<file path="config.mk">
export PLATFORM = sky130hd
export DESIGN_NAME = depth_to_color_registration
export DESIGN_NICKNAME = d
export VERILOG_FILES = /design/src/sv/d2c_pkg.sv /design/src/sv/d2c_div.sv /design/src/sv/d2c_dp.sv /design/src/sv/d2c_ctrl.sv /design/src/sv/depth_to_color_registration.sv
export SDC_FILE = /design/constraint.sdc
export NUM_CORES = 2
export LEC_CHECK = 0
export BUFFER_PORTS_ARGS = -buffer_cell sky130_fd_sc_hd__buf_2
export CAP_MARGIN = 30
export CORE_MARGIN = 3
export CORE_UTILIZATION = 30
export DETAILED_ROUTE_END_ITERATION = 7
export PLACE_DENSITY_LB_ADDON = 0.15
export SLEW_MARGIN = 20
export SYNTH_ARGS = -nofsm -noshare
export SYNTH_HDL_FRONTEND = slang
export SYNTH_HIERARCHICAL = 1
export SYNTH_SLANG_ARGS = --single-unit
</file>
<file path="constraint.sdc">
create_clock -name clk_i -period 17.3 [get_ports clk_i]
set_clock_uncertainty 0.2 [all_clocks]
set_input_delay 0 -clock clk_i [delete_from_list [all_inputs] [get_ports clk_i]]
set_output_delay 0 -clock clk_i [all_outputs]
set_load 0.01 [all_outputs]
</file>
<file path="src/sv/d2c_pkg.sv">
// d2c_pkg: shared types, widths and constants of the depth-to-color registration block
// used by d2c_div, d2c_dp, d2c_ctrl and depth_to_color_registration; no dependencies

package d2c_pkg;

  // field widths
  localparam int COL_W   = 11;
  localparam int ROW_W   = 10;
  localparam int DEPTH_W = 16;

  // stream packing (tdata, lowest field first)
  localparam int IN_COL_LSB    = 0;
  localparam int IN_ROW_LSB    = IN_COL_LSB + COL_W;
  localparam int IN_DEPTH_LSB  = IN_ROW_LSB + ROW_W;
  localparam int IN_TDATA_W    = ((IN_DEPTH_LSB + DEPTH_W + 7) / 8) * 8;
  localparam int OUT_ROW_LSB   = 0;
  localparam int OUT_FIRST_LSB = OUT_ROW_LSB + ROW_W;
  localparam int OUT_LAST_LSB  = OUT_FIRST_LSB + COL_W;
  localparam int OUT_DEPTH_LSB = OUT_LAST_LSB + COL_W;
  localparam int OUT_TDATA_W   = ((OUT_DEPTH_LSB + DEPTH_W + 7) / 8) * 8;

  // coefficient registers, signed Q11.20
  localparam int COEF_W    = 32;
  localparam int NUM_COEF  = 8;
  localparam int CFG_IDX_W = 3;
  localparam int FRAC_W    = 20;

  // inverse depth: floor(65535 * 2^16 / depth), unsigned Q16.16
  localparam int INV_W     = 32;
  localparam int INV_SHIFT = 16;
  localparam logic [INV_W-1:0] INV_NUM = 32'hFFFF_0000;

  // multiplier and accumulator
  localparam int MUL_W   = COEF_W + 1;
  localparam int PROD_W  = 2 * MUL_W;
  localparam int ACC_W   = 50;
  localparam int INT_W   = ACC_W - FRAC_W;
  localparam int COORD_W = 13;
  localparam logic [ACC_W-1:0] FRAC_ROUND = ACC_W'((64'd1 << FRAC_W) - 64'd1);

  typedef logic signed [COEF_W-1:0] coef_t;
  typedef coef_t coef_arr_t [NUM_COEF];

  localparam coef_arr_t COEF_RESET = '{
    32'sd1048601, -32'sd225,     32'sd8620,   -32'sd18510075,
    32'sd69,      32'sd1048480,  32'sd362043, -32'sd7408
  };

  // register indexes
  typedef enum logic [CFG_IDX_W-1:0] {
    REG_COL_FROM_COL  = 3'd0,
    REG_COL_FROM_ROW  = 3'd1,
    REG_COL_OFFSET    = 3'd2,
    REG_COL_INV_DEPTH = 3'd3,
    REG_ROW_FROM_COL  = 3'd4,
    REG_ROW_FROM_ROW  = 3'd5,
    REG_ROW_OFFSET    = 3'd6,
    REG_ROW_INV_DEPTH = 3'd7
  } cfg_reg_e;

  // product terms of the two axis sums
  typedef enum logic [2:0] {
    TERM_COL_COL = 3'd0,
    TERM_COL_ROW = 3'd1,
    TERM_ROW_COL = 3'd2,
    TERM_ROW_ROW = 3'd3,
    TERM_COL_INV = 3'd4,
    TERM_ROW_INV = 3'd5
  } term_e;

  typedef enum logic [2:0] {
    ST_IDLE     = 3'd0,
    ST_CHECK    = 3'd1,
    ST_LIN      = 3'd2,
    ST_DIV_WAIT = 3'd3,
    ST_INV      = 3'd4,
    ST_FINISH   = 3'd5,
    ST_EMIT     = 3'd6
  } ctrl_state_e;

  typedef struct packed {
    logic  accept;
    logic  load_acc;
    logic  div_start;
    logic  mul_en;
    logic  acc_en;
    term_e term;
    logic  finish;
    logic  emit;
  } ctrl_cmd_t;

  typedef struct packed {
    logic depth_zero;
    logic div_busy;
    logic in_range;
    logic out_free;
  } ctrl_status_t;

  // coefficient that weighs a term
  function automatic cfg_reg_e term_reg(term_e t);
    cfg_reg_e r;
    case (t)
      TERM_COL_COL: r = REG_COL_FROM_COL;
      TERM_COL_ROW: r = REG_COL_FROM_ROW;
      TERM_ROW_COL: r = REG_ROW_FROM_COL;
      TERM_ROW_ROW: r = REG_ROW_FROM_ROW;
      TERM_COL_INV: r = REG_COL_INV_DEPTH;
      TERM_ROW_INV: r = REG_ROW_INV_DEPTH;
      default:      r = REG_COL_FROM_COL;
    endcase
    return r;
  endfunction

  function automatic logic term_is_inv(term_e t);
    return (t == TERM_COL_INV) || (t == TERM_ROW_INV);
  endfunction

  function automatic logic term_is_row_axis(term_e t);
    return (t == TERM_ROW_COL) || (t == TERM_ROW_ROW) || (t == TERM_ROW_INV);
  endfunction

  function automatic logic term_uses_col(term_e t);
    return (t == TERM_COL_COL) || (t == TERM_ROW_COL);
  endfunction

endpackage

</file>
<file path="src/sv/d2c_div.sv">
// d2c_div: radix-2 restoring divider for the inverse depth, one quotient bit per cycle
// depends on d2c_pkg

module d2c_div (
  input  logic                          clk_i,
  input  logic                          rst_ni,
  input  logic                          start_i,
  input  logic [d2c_pkg::DEPTH_W-1:0]   divisor_i,
  output logic                          busy_o,
  output logic [d2c_pkg::INV_W-1:0]     quot_o
);

  localparam int CNT_W = $clog2(d2c_pkg::INV_W + 1);

  logic [d2c_pkg::INV_W-1:0]   q_q, q_d;
  logic [d2c_pkg::DEPTH_W-1:0] rem_q, rem_d;
  logic [d2c_pkg::DEPTH_W-1:0] dvs_q;
  logic [CNT_W-1:0]            cnt_q, cnt_d;
  logic                        busy_q, busy_d;
  logic [d2c_pkg::DEPTH_W:0]   partial;
  logic [d2c_pkg::DEPTH_W+1:0] diff;
  logic                        qbit;

  // start load, or one shift-subtract step while busy
  always_comb begin
    partial = {rem_q, q_q[d2c_pkg::INV_W-1]};
    diff    = {1'b0, partial} - {2'b00, dvs_q};
    qbit    = ~diff[d2c_pkg::DEPTH_W+1];
    q_d     = q_q;
    rem_d   = rem_q;
    cnt_d   = cnt_q;
    busy_d  = busy_q;
    if (start_i) begin
      q_d    = d2c_pkg::INV_NUM;
      rem_d  = '0;
      cnt_d  = CNT_W'(d2c_pkg::INV_W);
      busy_d = 1'b1;
    end else if (busy_q) begin
      q_d    = {q_q[d2c_pkg::INV_W-2:0], qbit};
      rem_d  = qbit ? diff[d2c_pkg::DEPTH_W-1:0] : partial[d2c_pkg::DEPTH_W-1:0];
      cnt_d  = cnt_q - CNT_W'(1);
      busy_d = (cnt_q != CNT_W'(1));
    end
  end

  // control state
  always_ff @(posedge clk_i or negedge rst_ni) begin
    if (!rst_ni) begin
      busy_q <= 1'b0;
      cnt_q  <= '0;
    end else begin
      busy_q <= busy_d;
      cnt_q  <= cnt_d;
    end
  end

  // quotient, remainder and divisor
  always_ff @(posedge clk_i) begin
    q_q   <= q_d;
    rem_q <= rem_d;
    if (start_i) begin
      dvs_q <= divisor_i;
    end
  end

  assign busy_o = busy_q;
  assign quot_o = q_q;

endmodule

</file>
<file path="src/sv/d2c_dp.sv">
// d2c_dp: datapath with coefficient registers, pixel latch, shared multiplier,
// axis accumulators, range check, span logic and output register; uses d2c_div, d2c_pkg

module d2c_dp #(
  parameter int IMG_WIDTH  = 1280,
  parameter int IMG_HEIGHT = 720
) (
  input  logic                              clk_i,
  input  logic                              rst_ni,
  input  logic                              cfg_we_i,
  input  logic [d2c_pkg::CFG_IDX_W-1:0]     cfg_addr_i,
  input  logic [d2c_pkg::COEF_W-1:0]        cfg_data_i,
  input  logic [d2c_pkg::IN_TDATA_W-1:0]    in_data_i,
  input  logic                              in_start_i,
  input  logic                              out_ready_i,
  output logic                              out_valid_o,
  output logic [d2c_pkg::OUT_TDATA_W-1:0]   out_data_o,
  input  d2c_pkg::ctrl_cmd_t                cmd_i,
  output d2c_pkg::ctrl_status_t             status_o
);

  localparam int ACC_W   = d2c_pkg::ACC_W;
  localparam int COEF_W  = d2c_pkg::COEF_W;
  localparam int MUL_W   = d2c_pkg::MUL_W;
  localparam int INT_W   = d2c_pkg::INT_W;
  localparam int COORD_W = d2c_pkg::COORD_W;

  d2c_pkg::coef_t                coef_q [d2c_pkg::NUM_COEF];
  logic [d2c_pkg::COL_W-1:0]     col_q;
  logic [d2c_pkg::ROW_W-1:0]     row_q;
  logic [d2c_pkg::DEPTH_W-1:0]   depth_q;
  logic [d2c_pkg::COL_W-1:0]     last_q;
  logic [d2c_pkg::INV_W-1:0]     inv;
  logic                          div_busy;

  logic signed [d2c_pkg::PROD_W-1:0] prod_q;
  logic signed [ACC_W-1:0]           acc_col_q, acc_row_q;
  logic [COORD_W-1:0]                tc_q, tr_q;
  logic                              ok_q;
  logic                              out_valid_q;
  logic [d2c_pkg::OUT_TDATA_W-1:0]   out_data_q;

  // coefficient registers
  always_ff @(posedge clk_i or negedge rst_ni) begin
    if (!rst_ni) begin
      for (int i = 0; i < d2c_pkg::NUM_COEF; i++) begin
        coef_q[i] <= d2c_pkg::COEF_RESET[i];
      end
    end else if (cfg_we_i) begin
      coef_q[cfg_addr_i] <= cfg_data_i;
    end
  end

  // pixel latch
  always_ff @(posedge clk_i) begin
    if (cmd_i.accept) begin
      col_q   <= in_data_i[d2c_pkg::IN_COL_LSB +: d2c_pkg::COL_W];
      row_q   <= in_data_i[d2c_pkg::IN_ROW_LSB +: d2c_pkg::ROW_W];
      depth_q <= in_data_i[d2c_pkg::IN_DEPTH_LSB +: d2c_pkg::DEPTH_W];
    end
  end

  // inverse depth
  d2c_div u_div (
    .clk_i     (clk_i),
    .rst_ni    (rst_ni),
    .start_i   (cmd_i.div_start),
    .divisor_i (depth_q),
    .busy_o    (div_busy),
    .quot_o    (inv)
  );

  // operand selection for the shared multiplier
  d2c_pkg::coef_t          sel_coef;
  logic                    sel_inv;
  logic                    sel_neg;
  logic signed [MUL_W-1:0] coef_ext;
  logic signed [MUL_W-1:0] mul_a, mul_b;
  logic signed [2*MUL_W-1:0] prod;

  always_comb begin
    sel_coef = coef_q[d2c_pkg::term_reg(cmd_i.term)];
    sel_inv  = d2c_pkg::term_is_inv(cmd_i.term);
    sel_neg  = sel_inv && sel_coef[COEF_W-1];
    coef_ext = {sel_coef[COEF_W-1], sel_coef};
    if (sel_inv) begin
      // magnitude times inverse depth, sign applied after the shift
      mul_a = sel_neg ? (MUL_W'(0) - coef_ext) : coef_ext;
      mul_b = $signed({{(MUL_W-d2c_pkg::INV_W){1'b0}}, inv});
    end else if (d2c_pkg::term_uses_col(cmd_i.term)) begin
      mul_a = coef_ext;
      mul_b = $signed({{(MUL_W-d2c_pkg::COL_W){1'b0}}, col_q});
    end else begin
      mul_a = coef_ext;
      mul_b = $signed({{(MUL_W-d2c_pkg::ROW_W){1'b0}}, row_q});
    end
    prod = mul_a * mul_b;
  end

  always_ff @(posedge clk_i) begin
    if (cmd_i.mul_en) begin
      prod_q <= prod[d2c_pkg::PROD_W-1:0];
    end
  end

  // accumulate one term, a negated term as ones complement plus carry
  logic signed [ACC_W-1:0] term_val, addend, acc_sel, acc_sum;

  always_comb begin
    if (sel_inv) begin
      term_val = prod_q[d2c_pkg::INV_SHIFT +: ACC_W];
    end else begin
      term_val = prod_q[ACC_W-1:0];
    end
    addend  = sel_neg ? ~term_val : term_val;
    acc_sel = d2c_pkg::term_is_row_axis(cmd_i.term) ? acc_row_q : acc_col_q;
    acc_sum = acc_sel + addend + {{(ACC_W-1){1'b0}}, sel_neg};
  end

  always_ff @(posedge clk_i) begin
    if (cmd_i.load_acc) begin
      acc_col_q <= {{(ACC_W-COEF_W){coef_q[d2c_pkg::REG_COL_OFFSET][COEF_W-1]}},
                    coef_q[d2c_pkg::REG_COL_OFFSET]};
      acc_row_q <= {{(ACC_W-COEF_W){coef_q[d2c_pkg::REG_ROW_OFFSET][COEF_W-1]}},
                    coef_q[d2c_pkg::REG_ROW_OFFSET]};
    end else if (cmd_i.acc_en) begin
      if (d2c_pkg::term_is_row_axis(cmd_i.term)) begin
        acc_row_q <= acc_sum;
      end else begin
        acc_col_q <= acc_sum;
      end
    end
  end

  // truncate toward zero to integer and check bounds
  logic [ACC_W-1:0] adj_col, adj_row;
  logic [INT_W-1:0] int_col, int_row;
  logic             col_ok, row_ok;

  always_comb begin
    adj_col = acc_col_q + (acc_col_q[ACC_W-1] ? d2c_pkg::FRAC_ROUND : '0);
    adj_row = acc_row_q + (acc_row_q[ACC_W-1] ? d2c_pkg::FRAC_ROUND : '0);
    int_col = adj_col[ACC_W-1:d2c_pkg::FRAC_W];
    int_row = adj_row[ACC_W-1:d2c_pkg::FRAC_W];
    col_ok  = !int_col[INT_W-1] && (int_col < INT_W'(IMG_WIDTH));
    row_ok  = !int_row[INT_W-1] && (int_row < INT_W'(IMG_HEIGHT));
  end

  always_ff @(posedge clk_i) begin
    if (cmd_i.finish) begin
      tc_q <= int_col[COORD_W-1:0];
      tr_q <= int_row[COORD_W-1:0];
      ok_q <= col_ok && row_ok;
    end
  end

  // span start: fill the gap after the last mapped column
  logic [COORD_W-1:0]        last_plus;
  logic [COORD_W-1:0]        first;

  always_comb begin
    last_plus = {{(COORD_W-d2c_pkg::COL_W){1'b0}}, last_q} + COORD_W'(1);
    first     = (tc_q > last_plus) ? last_plus : tc_q;
  end

  // last mapped column
  always_ff @(posedge clk_i or negedge rst_ni) begin
    if (!rst_ni) begin
      last_q <= '0;
    end else if (cmd_i.accept && in_start_i) begin
      last_q <= '0;
    end else if (cmd_i.emit) begin
      last_q <= tc_q[d2c_pkg::COL_W-1:0];
    end
  end

  // output register
  always_ff @(posedge clk_i or negedge rst_ni) begin
    if (!rst_ni) begin
      out_valid_q <= 1'b0;
    end else if (cmd_i.emit) begin
      out_valid_q <= 1'b1;
    end else if (out_ready_i) begin
      out_valid_q <= 1'b0;
    end
  end

  // span fields packed lowest first, zero fill above
  always_ff @(posedge clk_i) begin
    if (cmd_i.emit) begin
      out_data_q <= d2c_pkg::OUT_TDATA_W'({depth_q,
                                           tc_q[d2c_pkg::COL_W-1:0],
                                           first[d2c_pkg::COL_W-1:0],
                                           tr_q[d2c_pkg::ROW_W-1:0]});
    end
  end

  assign out_valid_o = out_valid_q;
  assign out_data_o  = out_data_q;

  // status to the controller
  always_comb begin
    status_o.depth_zero = (depth_q == '0);
    status_o.div_busy   = div_busy;
    status_o.in_range   = ok_q;
    status_o.out_free   = !out_valid_q || out_ready_i;
  end

endmodule

</file>
<file path="src/sv/d2c_ctrl.sv">
// d2c_ctrl: controller state machine that sequences accept, divide, multiply-accumulate,
// bounds check and span emit; depends on d2c_pkg

module d2c_ctrl (
  input  logic                  clk_i,
  input  logic                  rst_ni,
  input  logic                  in_valid_i,
  output logic                  in_ready_o,
  output d2c_pkg::ctrl_cmd_t    cmd_o,
  input  d2c_pkg::ctrl_status_t status_i
);

  d2c_pkg::ctrl_state_e state_q, state_d;
  logic [2:0]           cnt_q, cnt_d;

  // state register
  always_ff @(posedge clk_i or negedge rst_ni) begin
    if (!rst_ni) begin
      state_q <= d2c_pkg::ST_IDLE;
      cnt_q   <= '0;
    end else begin
      state_q <= state_d;
      cnt_q   <= cnt_d;
    end
  end

  // next state and commands
  always_comb begin
    state_d    = state_q;
    cnt_d      = cnt_q;
    in_ready_o = 1'b0;
    cmd_o      = '0;
    cmd_o.term = d2c_pkg::TERM_COL_COL;
    case (state_q)
      d2c_pkg::ST_IDLE: begin
        in_ready_o   = 1'b1;
        cmd_o.accept = in_valid_i;
        if (in_valid_i) begin
          state_d = d2c_pkg::ST_CHECK;
        end
      end
      d2c_pkg::ST_CHECK: begin
        // zero depth ends the transaction without a result
        if (status_i.depth_zero) begin
          state_d = d2c_pkg::ST_IDLE;
        end else begin
          cmd_o.div_start = 1'b1;
          cmd_o.load_acc  = 1'b1;
          cnt_d           = '0;
          state_d         = d2c_pkg::ST_LIN;
        end
      end
      d2c_pkg::ST_LIN: begin
        // column and row terms of both axes while the divider runs
        cmd_o.term   = d2c_pkg::term_e'({1'b0, cnt_q[2:1]});
        cmd_o.mul_en = !cnt_q[0];
        cmd_o.acc_en = cnt_q[0];
        cnt_d        = cnt_q + 3'd1;
        if (cnt_q == 3'd7) begin
          state_d = d2c_pkg::ST_DIV_WAIT;
        end
      end
      d2c_pkg::ST_DIV_WAIT: begin
        cnt_d = '0;
        if (!status_i.div_busy) begin
          state_d = d2c_pkg::ST_INV;
        end
      end
      d2c_pkg::ST_INV: begin
        // inverse depth terms
        cmd_o.term   = cnt_q[1] ? d2c_pkg::TERM_ROW_INV : d2c_pkg::TERM_COL_INV;
        cmd_o.mul_en = !cnt_q[0];
        cmd_o.acc_en = cnt_q[0];
        cnt_d        = cnt_q + 3'd1;
        if (cnt_q == 3'd3) begin
          state_d = d2c_pkg::ST_FINISH;
        end
      end
      d2c_pkg::ST_FINISH: begin
        cmd_o.finish = 1'b1;
        state_d      = d2c_pkg::ST_EMIT;
      end
      d2c_pkg::ST_EMIT: begin
        if (!status_i.in_range) begin
          state_d = d2c_pkg::ST_IDLE;
        end else if (status_i.out_free) begin
          cmd_o.emit = 1'b1;
          state_d    = d2c_pkg::ST_IDLE;
        end
      end
      default: begin
        state_d = d2c_pkg::ST_IDLE;
      end
    endcase
  end

endmodule

</file>
<file path="src/sv/depth_to_color_registration.sv">
// depth_to_color_registration: maps depth pixels into color-image write spans
// top level; depends on d2c_pkg, d2c_ctrl, d2c_dp (which holds d2c_div)
//
//   channel   direction  handshake               payload
//   s_axis    in         tvalid / tready         tdata: src_col, src_row, depth_value
//                                                tuser: frame_start
//   m_axis    out        tvalid / tready         tdata: dst_row, span_first, span_last,
//                                                       span_depth
//   cfg       in         cfg_we_i                cfg_addr_i, cfg_data_i
//
// a pixel with nonzero depth goes from accept through a depth check, the column and row
// multiply-accumulate terms while the inverse depth divider runs, a wait for the divider,
// the multiply-accumulate of the inverse terms, the bounds check and the emit;
// a zero-depth pixel ends at the depth check without a result
// the finished span sits in an output register, so a stalled m_axis only holds the next
// pixel at its emit step; reset restores the calibration coefficients and clears the
// last mapped column

module depth_to_color_registration #(
  parameter int IMG_WIDTH  = 1280,
  parameter int IMG_HEIGHT = 720
) (
  input  logic                              clk_i,
  input  logic                              rst_ni,
  // configuration
  input  logic                              cfg_we_i,
  input  logic [d2c_pkg::CFG_IDX_W-1:0]     cfg_addr_i,
  input  logic [d2c_pkg::COEF_W-1:0]        cfg_data_i,
  // depth pixels
  input  logic                              s_axis_tvalid,
  output logic                              s_axis_tready,
  // src_col [10:0], src_row [20:11], depth_value [36:21], zero fill [39:37]
  input  logic [d2c_pkg::IN_TDATA_W-1:0]    s_axis_tdata,
  // frame_start [0]
  input  logic [0:0]                        s_axis_tuser,
  // write spans
  output logic                              m_axis_tvalid,
  input  logic                              m_axis_tready,
  // dst_row [9:0], span_first [20:10], span_last [31:21], span_depth [47:32]
  output logic [d2c_pkg::OUT_TDATA_W-1:0]   m_axis_tdata
);

  d2c_pkg::ctrl_cmd_t    cmd;
  d2c_pkg::ctrl_status_t status;

  // sequencer
  d2c_ctrl u_ctrl (
    .clk_i      (clk_i),
    .rst_ni     (rst_ni),
    .in_valid_i (s_axis_tvalid),
    .in_ready_o (s_axis_tready),
    .cmd_o      (cmd),
    .status_i   (status)
  );

  // arithmetic and storage
  d2c_dp #(
    .IMG_WIDTH  (IMG_WIDTH),
    .IMG_HEIGHT (IMG_HEIGHT)
  ) u_dp (
    .clk_i       (clk_i),
    .rst_ni      (rst_ni),
    .cfg_we_i    (cfg_we_i),
    .cfg_addr_i  (cfg_addr_i),
    .cfg_data_i  (cfg_data_i),
    .in_data_i   (s_axis_tdata),
    .in_start_i  (s_axis_tuser[0]),
    .out_ready_i (m_axis_tready),
    .out_valid_o (m_axis_tvalid),
    .out_data_o  (m_axis_tdata),
    .cmd_i       (cmd),
    .status_o    (status)
  );

endmodule

</file>
==> results.md <==
Run status:
- The run finished with clean final reports.

Finish:
- The post-layout instance area is between 70000 and 80000 um2.
- The number of nets in the finished design is ~8500.
- From synthesis to final layout, the design area changed by 13.47%.
- In the final layout, the share of cells above drive strength 1 is 0.1505.
- The layout has approximately 23000 filler cells.
- The final standard cell count with taps included and fillers excluded is around 10000.
- The final design utilization is 0.3434.

STA:
- Based on the critical path, the design can be clocked at up to around 66 MHz.
- The worst pin sits at a relative slew slack of 0.3039.
- Setup repair after global routing left no endpoint under its margin.
- The total count of max-transition violations in the final report came to 0.
- Setup violations remaining at the end of the flow were counted as 0.
- The measured slew at the worst slew-check pin is ~1000 ps.
- Setup total negative slack on the finished layout was measured at 0 ps.
- Of the available clock period, the critical path in the final layout requires 0.8710.
- The hold violation total from the final report was 0.
- Subtracting the final worst setup slack from the clock period gives 15070 ps.

Route:
- In the routed design, unresolved DRC markers number 0.
- The overall routed net length is 232100 um.
- The total via count after detailed routing is 49697.
- After detailed routing, the number of vias per cell comes to ~4.9.
- Dividing the detail-routed wire length by the instance count gives 22.92 um.
- Before antenna repair, the detailed router went through 5 iterations.
- Once detail routing completed, the nets flagged for antenna violations numbered 0.
- After the first detailed-routing iteration, the DRC count stood at 3522.

Placed design:
- In this run the cell area measured after placement is roughly 75000 um2.
- The number of cells after detailed placement is around 10000.
- The congestion estimate from routability-driven global placement came to around 0.86.
- The half-perimeter wire length after placement is about 180000 um.
- The number of port buffers is between 100 and 150.

Yosys:
- The compound-cell area share of the yosys netlist was 0.06266.
- The share of synthesized flip-flops with an asynchronous set or reset is 0.4532.
- The multiplexer share of the synthesized area is 0.09120.
- The commonest register cell after synthesis is edfxtp_1.
- The mean area per synthesized cell is about 10 um2.
- Counting distinct cell types in the post-synthesis netlist gives 105.
- Of the synthesized area, sequential elements account for 0.2415.
- By area, the combinational part of the netlist is dominated by adder cells.
- Of the total synthesized cell area, the portion taken by AND, OR, NAND and NOR gates is 0.1187.
- Of the total synthesized cell area, the portion taken by full adders, half adders and majority gates is 0.3744.
- After technology mapping, the gate count stands at between 6000 and 7000.
- The post-synthesis share of cell area spent on xor and xnor gates is 0.03403.
- In this run, synthesis produced a sequential element count of between 600 and 700.
- The warning count from the yosys run is 6.
- Yosys mapped a number of flops with a built-in enable equal to approximately 290.
- The cell area after synthesis is around 70000 um2.

Setup path:
- The slowest cell on the critical path is dfrtp_1.
- The cell with the most instances on the worst path is fa_1.
- The delay of the slowest cell on the worst path is ~800 ps.
- The path type of the worst setup path is reg2reg.
- The kind of launch point of the worst setup path is a flip-flop.
- The data arrival at the endpoint of the critical path is approximately 15000 ps.
- The required time of the critical path is roughly 18000 ps.
- The number of buffers and inverters on the critical path is 8.
- In this run the worst path has a maximum fanout of 22.
- The cell family contributing the most delay on the critical path is adder cells.
- STA classifies the critical path endpoint as a flip-flop.

Clock tree:
- At the later pin of the worst-skew pair, clock insertion delay measures around 720 ps.
- The clock-pin slew of the registers on the worst-case setup and hold paths is ~60 ps.
- TritonCTS built the clock tree.
- The number of buffers on the longest clock path is 3.
- The number of clock sinks is 620.
- The number of setup buffers added after CTS is 0.
- Clock tree synthesis selected as its root buffer the cell clkbuf_16.
- Post-CTS repair changed the size of 0 cells.
- The number of levels the H-tree was split into is 3.
- The quantity of hold-fixing buffers added after cts is 153.
- The number of buffers added by the clock tree synthesis step is 80.

Die:
- For this configuration, the core starts out at a cell density of 0.3027.
- The die footprint is roughly 240000 um2.
- Measured along the x axis, the die boundary spans just under 500 um.
- between 100 and 150 I/O pins were placed.
- From bottom edge to top edge, the die measures between 400 and 500 um.
- The floorplan row count is roughly 180.
- The core region is about 230000 um2.

Min path:
- The tightest min-delay check is of the in2reg type.

Global route:
- The initial antenna violation count is 24.
- The overall global routing resource usage is 0.1967.
- The via count of the first global-routing pass came to approximately 53000.
- The largest net degree at the start of global routing is ~160.
- The wire length of the first global-routing pass is between 300000 and 400000 um.
- The total overflow left after global routing is 0.

Run:
- The tool flagged a number of max-cap violations equal to 0.
-- through the flow --
stage               worst slack (ps)  hold WS (ps)
global placement                2159        -80.56
finish                          2232         46.89
global route                    1453         52.05
CTS                             2106        0.9208
detailed placement              2157        -47.20
floorplan                       4955        -495.6
-- cells by family after synthesis --
| family | count (synthesis) |
|---|---|
| other | 2 |
| AOI/OAI and AO/OA | 666 |
| adders and majority gates | 1427 |
| buffers and inverters | 1406 |
| DFF | 620 |
| muxes | 513 |
| xor gates and xnor gates | 268 |
| and+or+nand+nor | 1877 |
-- worst reg2reg max path, delay by kind of cell (launching register included) --
family,cells,cell delay (ps)
adders and majority gates,9,4360
muxes,2,890
xor gates and xnor gates,3,1000
buffers and inverters,8,1500
DFF,1,800
AOI/OAI and AO/OA,8,2880
and+or+nand+nor,10,3190
-- layout by cell type, fill, tap and decap left out, types with 152 or more instances in the layout --
| master | instances |
|---|---|
| nand2_1 | 485 |
| dfrtp_1 | 173 |
| inv_1 | 1083 |
| fa_1 | 1105 |
| nor2_1 | 874 |
| edfxtp_1 | 291 |
| ha_1 | 321 |
| dlygate4sd3_1 | 152 |
| mux2_2 | 348 |
| a21oi_1 | 187 |
-- cell type report --
| class | count | area (um2) | area share |
|---|---|---|---|
| clock inverter | 39 | 555.5 | 0.007009 |
| clock buffer | 109 | 2222 | 0.02804 |
| timing repair buffer | 441 | 3513 | 0.04433 |
| sequential | 620 | 16870 | 0.2128 |
| tap | 3026 | 3786 | 0.04777 |
| multi-input combinational | 4793 | 48210 | 0.6082 |
| antenna | 10 | 25.02 | 0.0003157 |
| inverter | 1087 | 4081 | 0.05149 |
-- path summary, 6_finish.rpt --
| check | cells after the start | slack (ps) | to | from |
|---|---|---|---|---|
| hold reg to reg | 0 | 220 | u_dp/out_data_o[4]$_DFFE_PP_ | u_dp/tr_q[4]$_DFFE_PP_ |
| setup / recovery | 40 | 2230 | u_dp/prod_q[65]$_DFFE_PP_ | u_ctrl/state_q[1]$_DFFE_PN0P_ |
| max in group asynchronous | 4 | 15350 | u_dp/coef_q[197]$_DFFE_PN0P_ | rst_ni |
| setup reg to reg | 40 | 2230 | u_dp/prod_q[65]$_DFFE_PP_ | u_ctrl/state_q[1]$_DFFE_PN0P_ |
| min in group asynchronous | 3 | 520 | u_dp/coef_q[220]$_DFFE_PN1P_ | rst_ni |
| hold / removal | 3 | 50 | u_dp/coef_q[211]$_DFFE_PN1P_ | cfg_data_i[19] |
-- routing by layer --
| metal | track usage | routed length, um | vias to the layer above |
|---|---|---|---|
| li1 | - | - | 22139 |
| met1 | 0.2757 | 105100 | 26271 |
| met2 | 0.3219 | 109700 | 1083 |
| met3 | 0.02644 | 11560 | 200 |
| met4 | 0.04661 | 5627 | 4 |
| met5 | 0 | 21 | - |
-- cell usage after synthesis (9+ instances only) --
| cell | number | share of area |
|---|---|---|
| nor2_1 | 877 | 0.047 |
| mux4_2 | 60 | 0.019 |
| dfstp_2 | 107 | 0.040 |
| ha_1 | 322 | 0.058 |
| fa_1 | 1105 | 0.32 |
| nand2b_1 | 100 | 0.0090 |
| buf_2 | 34 | 0.0024 |
| o211ai_1 | 13 | 0.0014 |
| o31ai_1 | 19 | 0.0020 |
| nand3_1 | 86 | 0.0062 |
| buf_1 | 13 | 0.00070 |
| mux2i_1 | 97 | 0.014 |
| nor3_1 | 42 | 0.0030 |
| nor2b_1 | 30 | 0.0027 |
| or2_1 | 33 | 0.0030 |
| xnor2_1 | 148 | 0.019 |
| a311oi_1 | 14 | 0.0018 |
| dfxtp_1 | 48 | 0.014 |
| o21bai_1 | 21 | 0.0023 |
| o21a_1 | 27 | 0.0029 |
| nor4_1 | 12 | 0.0011 |
| a211oi_1 | 17 | 0.0018 |
| or2_2 | 45 | 0.0040 |
| nand2_1 | 486 | 0.026 |
| xor2_1 | 116 | 0.015 |
| dfrtp_1 | 174 | 0.062 |
| mux2_2 | 348 | 0.056 |
| a21o_1 | 105 | 0.011 |
| o2111ai_1 | 10 | 0.0013 |
| o21ai_0 | 125 | 0.0090 |
| buf_6 | 9 | 0.0015 |
| and4_1 | 11 | 0.0014 |
| or3_1 | 10 | 0.00090 |
| inv_1 | 1086 | 0.058 |
| a211o_1 | 9 | 0.0011 |
| a31oi_1 | 20 | 0.0018 |
| o21ai_1 | 14 | 0.0010 |
| a21oi_1 | 188 | 0.013 |
| edfxtp_1 | 291 | 0.13 |
| and2_1 | 23 | 0.0021 |
| clkbuf_1 | 256 | 0.014 |
| nand4_1 | 43 | 0.0039 |
| and3_1 | 38 | 0.0034 |
-- state kept, by name, indices dropped and copies added (netlist names), 10 cells and up --
| register | count |
|---|---|
| u_dp/acc_col_q | 50 |
| u_dp/u_div/quot_o | 32 |
| u_dp/u_div/rem_q | 16 |
| u_dp/row_q | 10 |
| u_dp/depth_q | 16 |
| u_dp/prod_q | 66 |
| u_dp/tr_q | 10 |
| u_dp/col_q | 11 |
| u_dp/acc_row_q | 50 |
| u_dp/last_q | 11 |
| u_dp/out_data_o | 48 |
| u_dp/tc_q | 13 |
| u_dp/u_div/dvs_q | 16 |
| u_dp/coef_q | 256 |
Power is left out: the tool's default activity adds up to more than one toggle a clock period on the data nets, which glitch-free logic cannot reach.
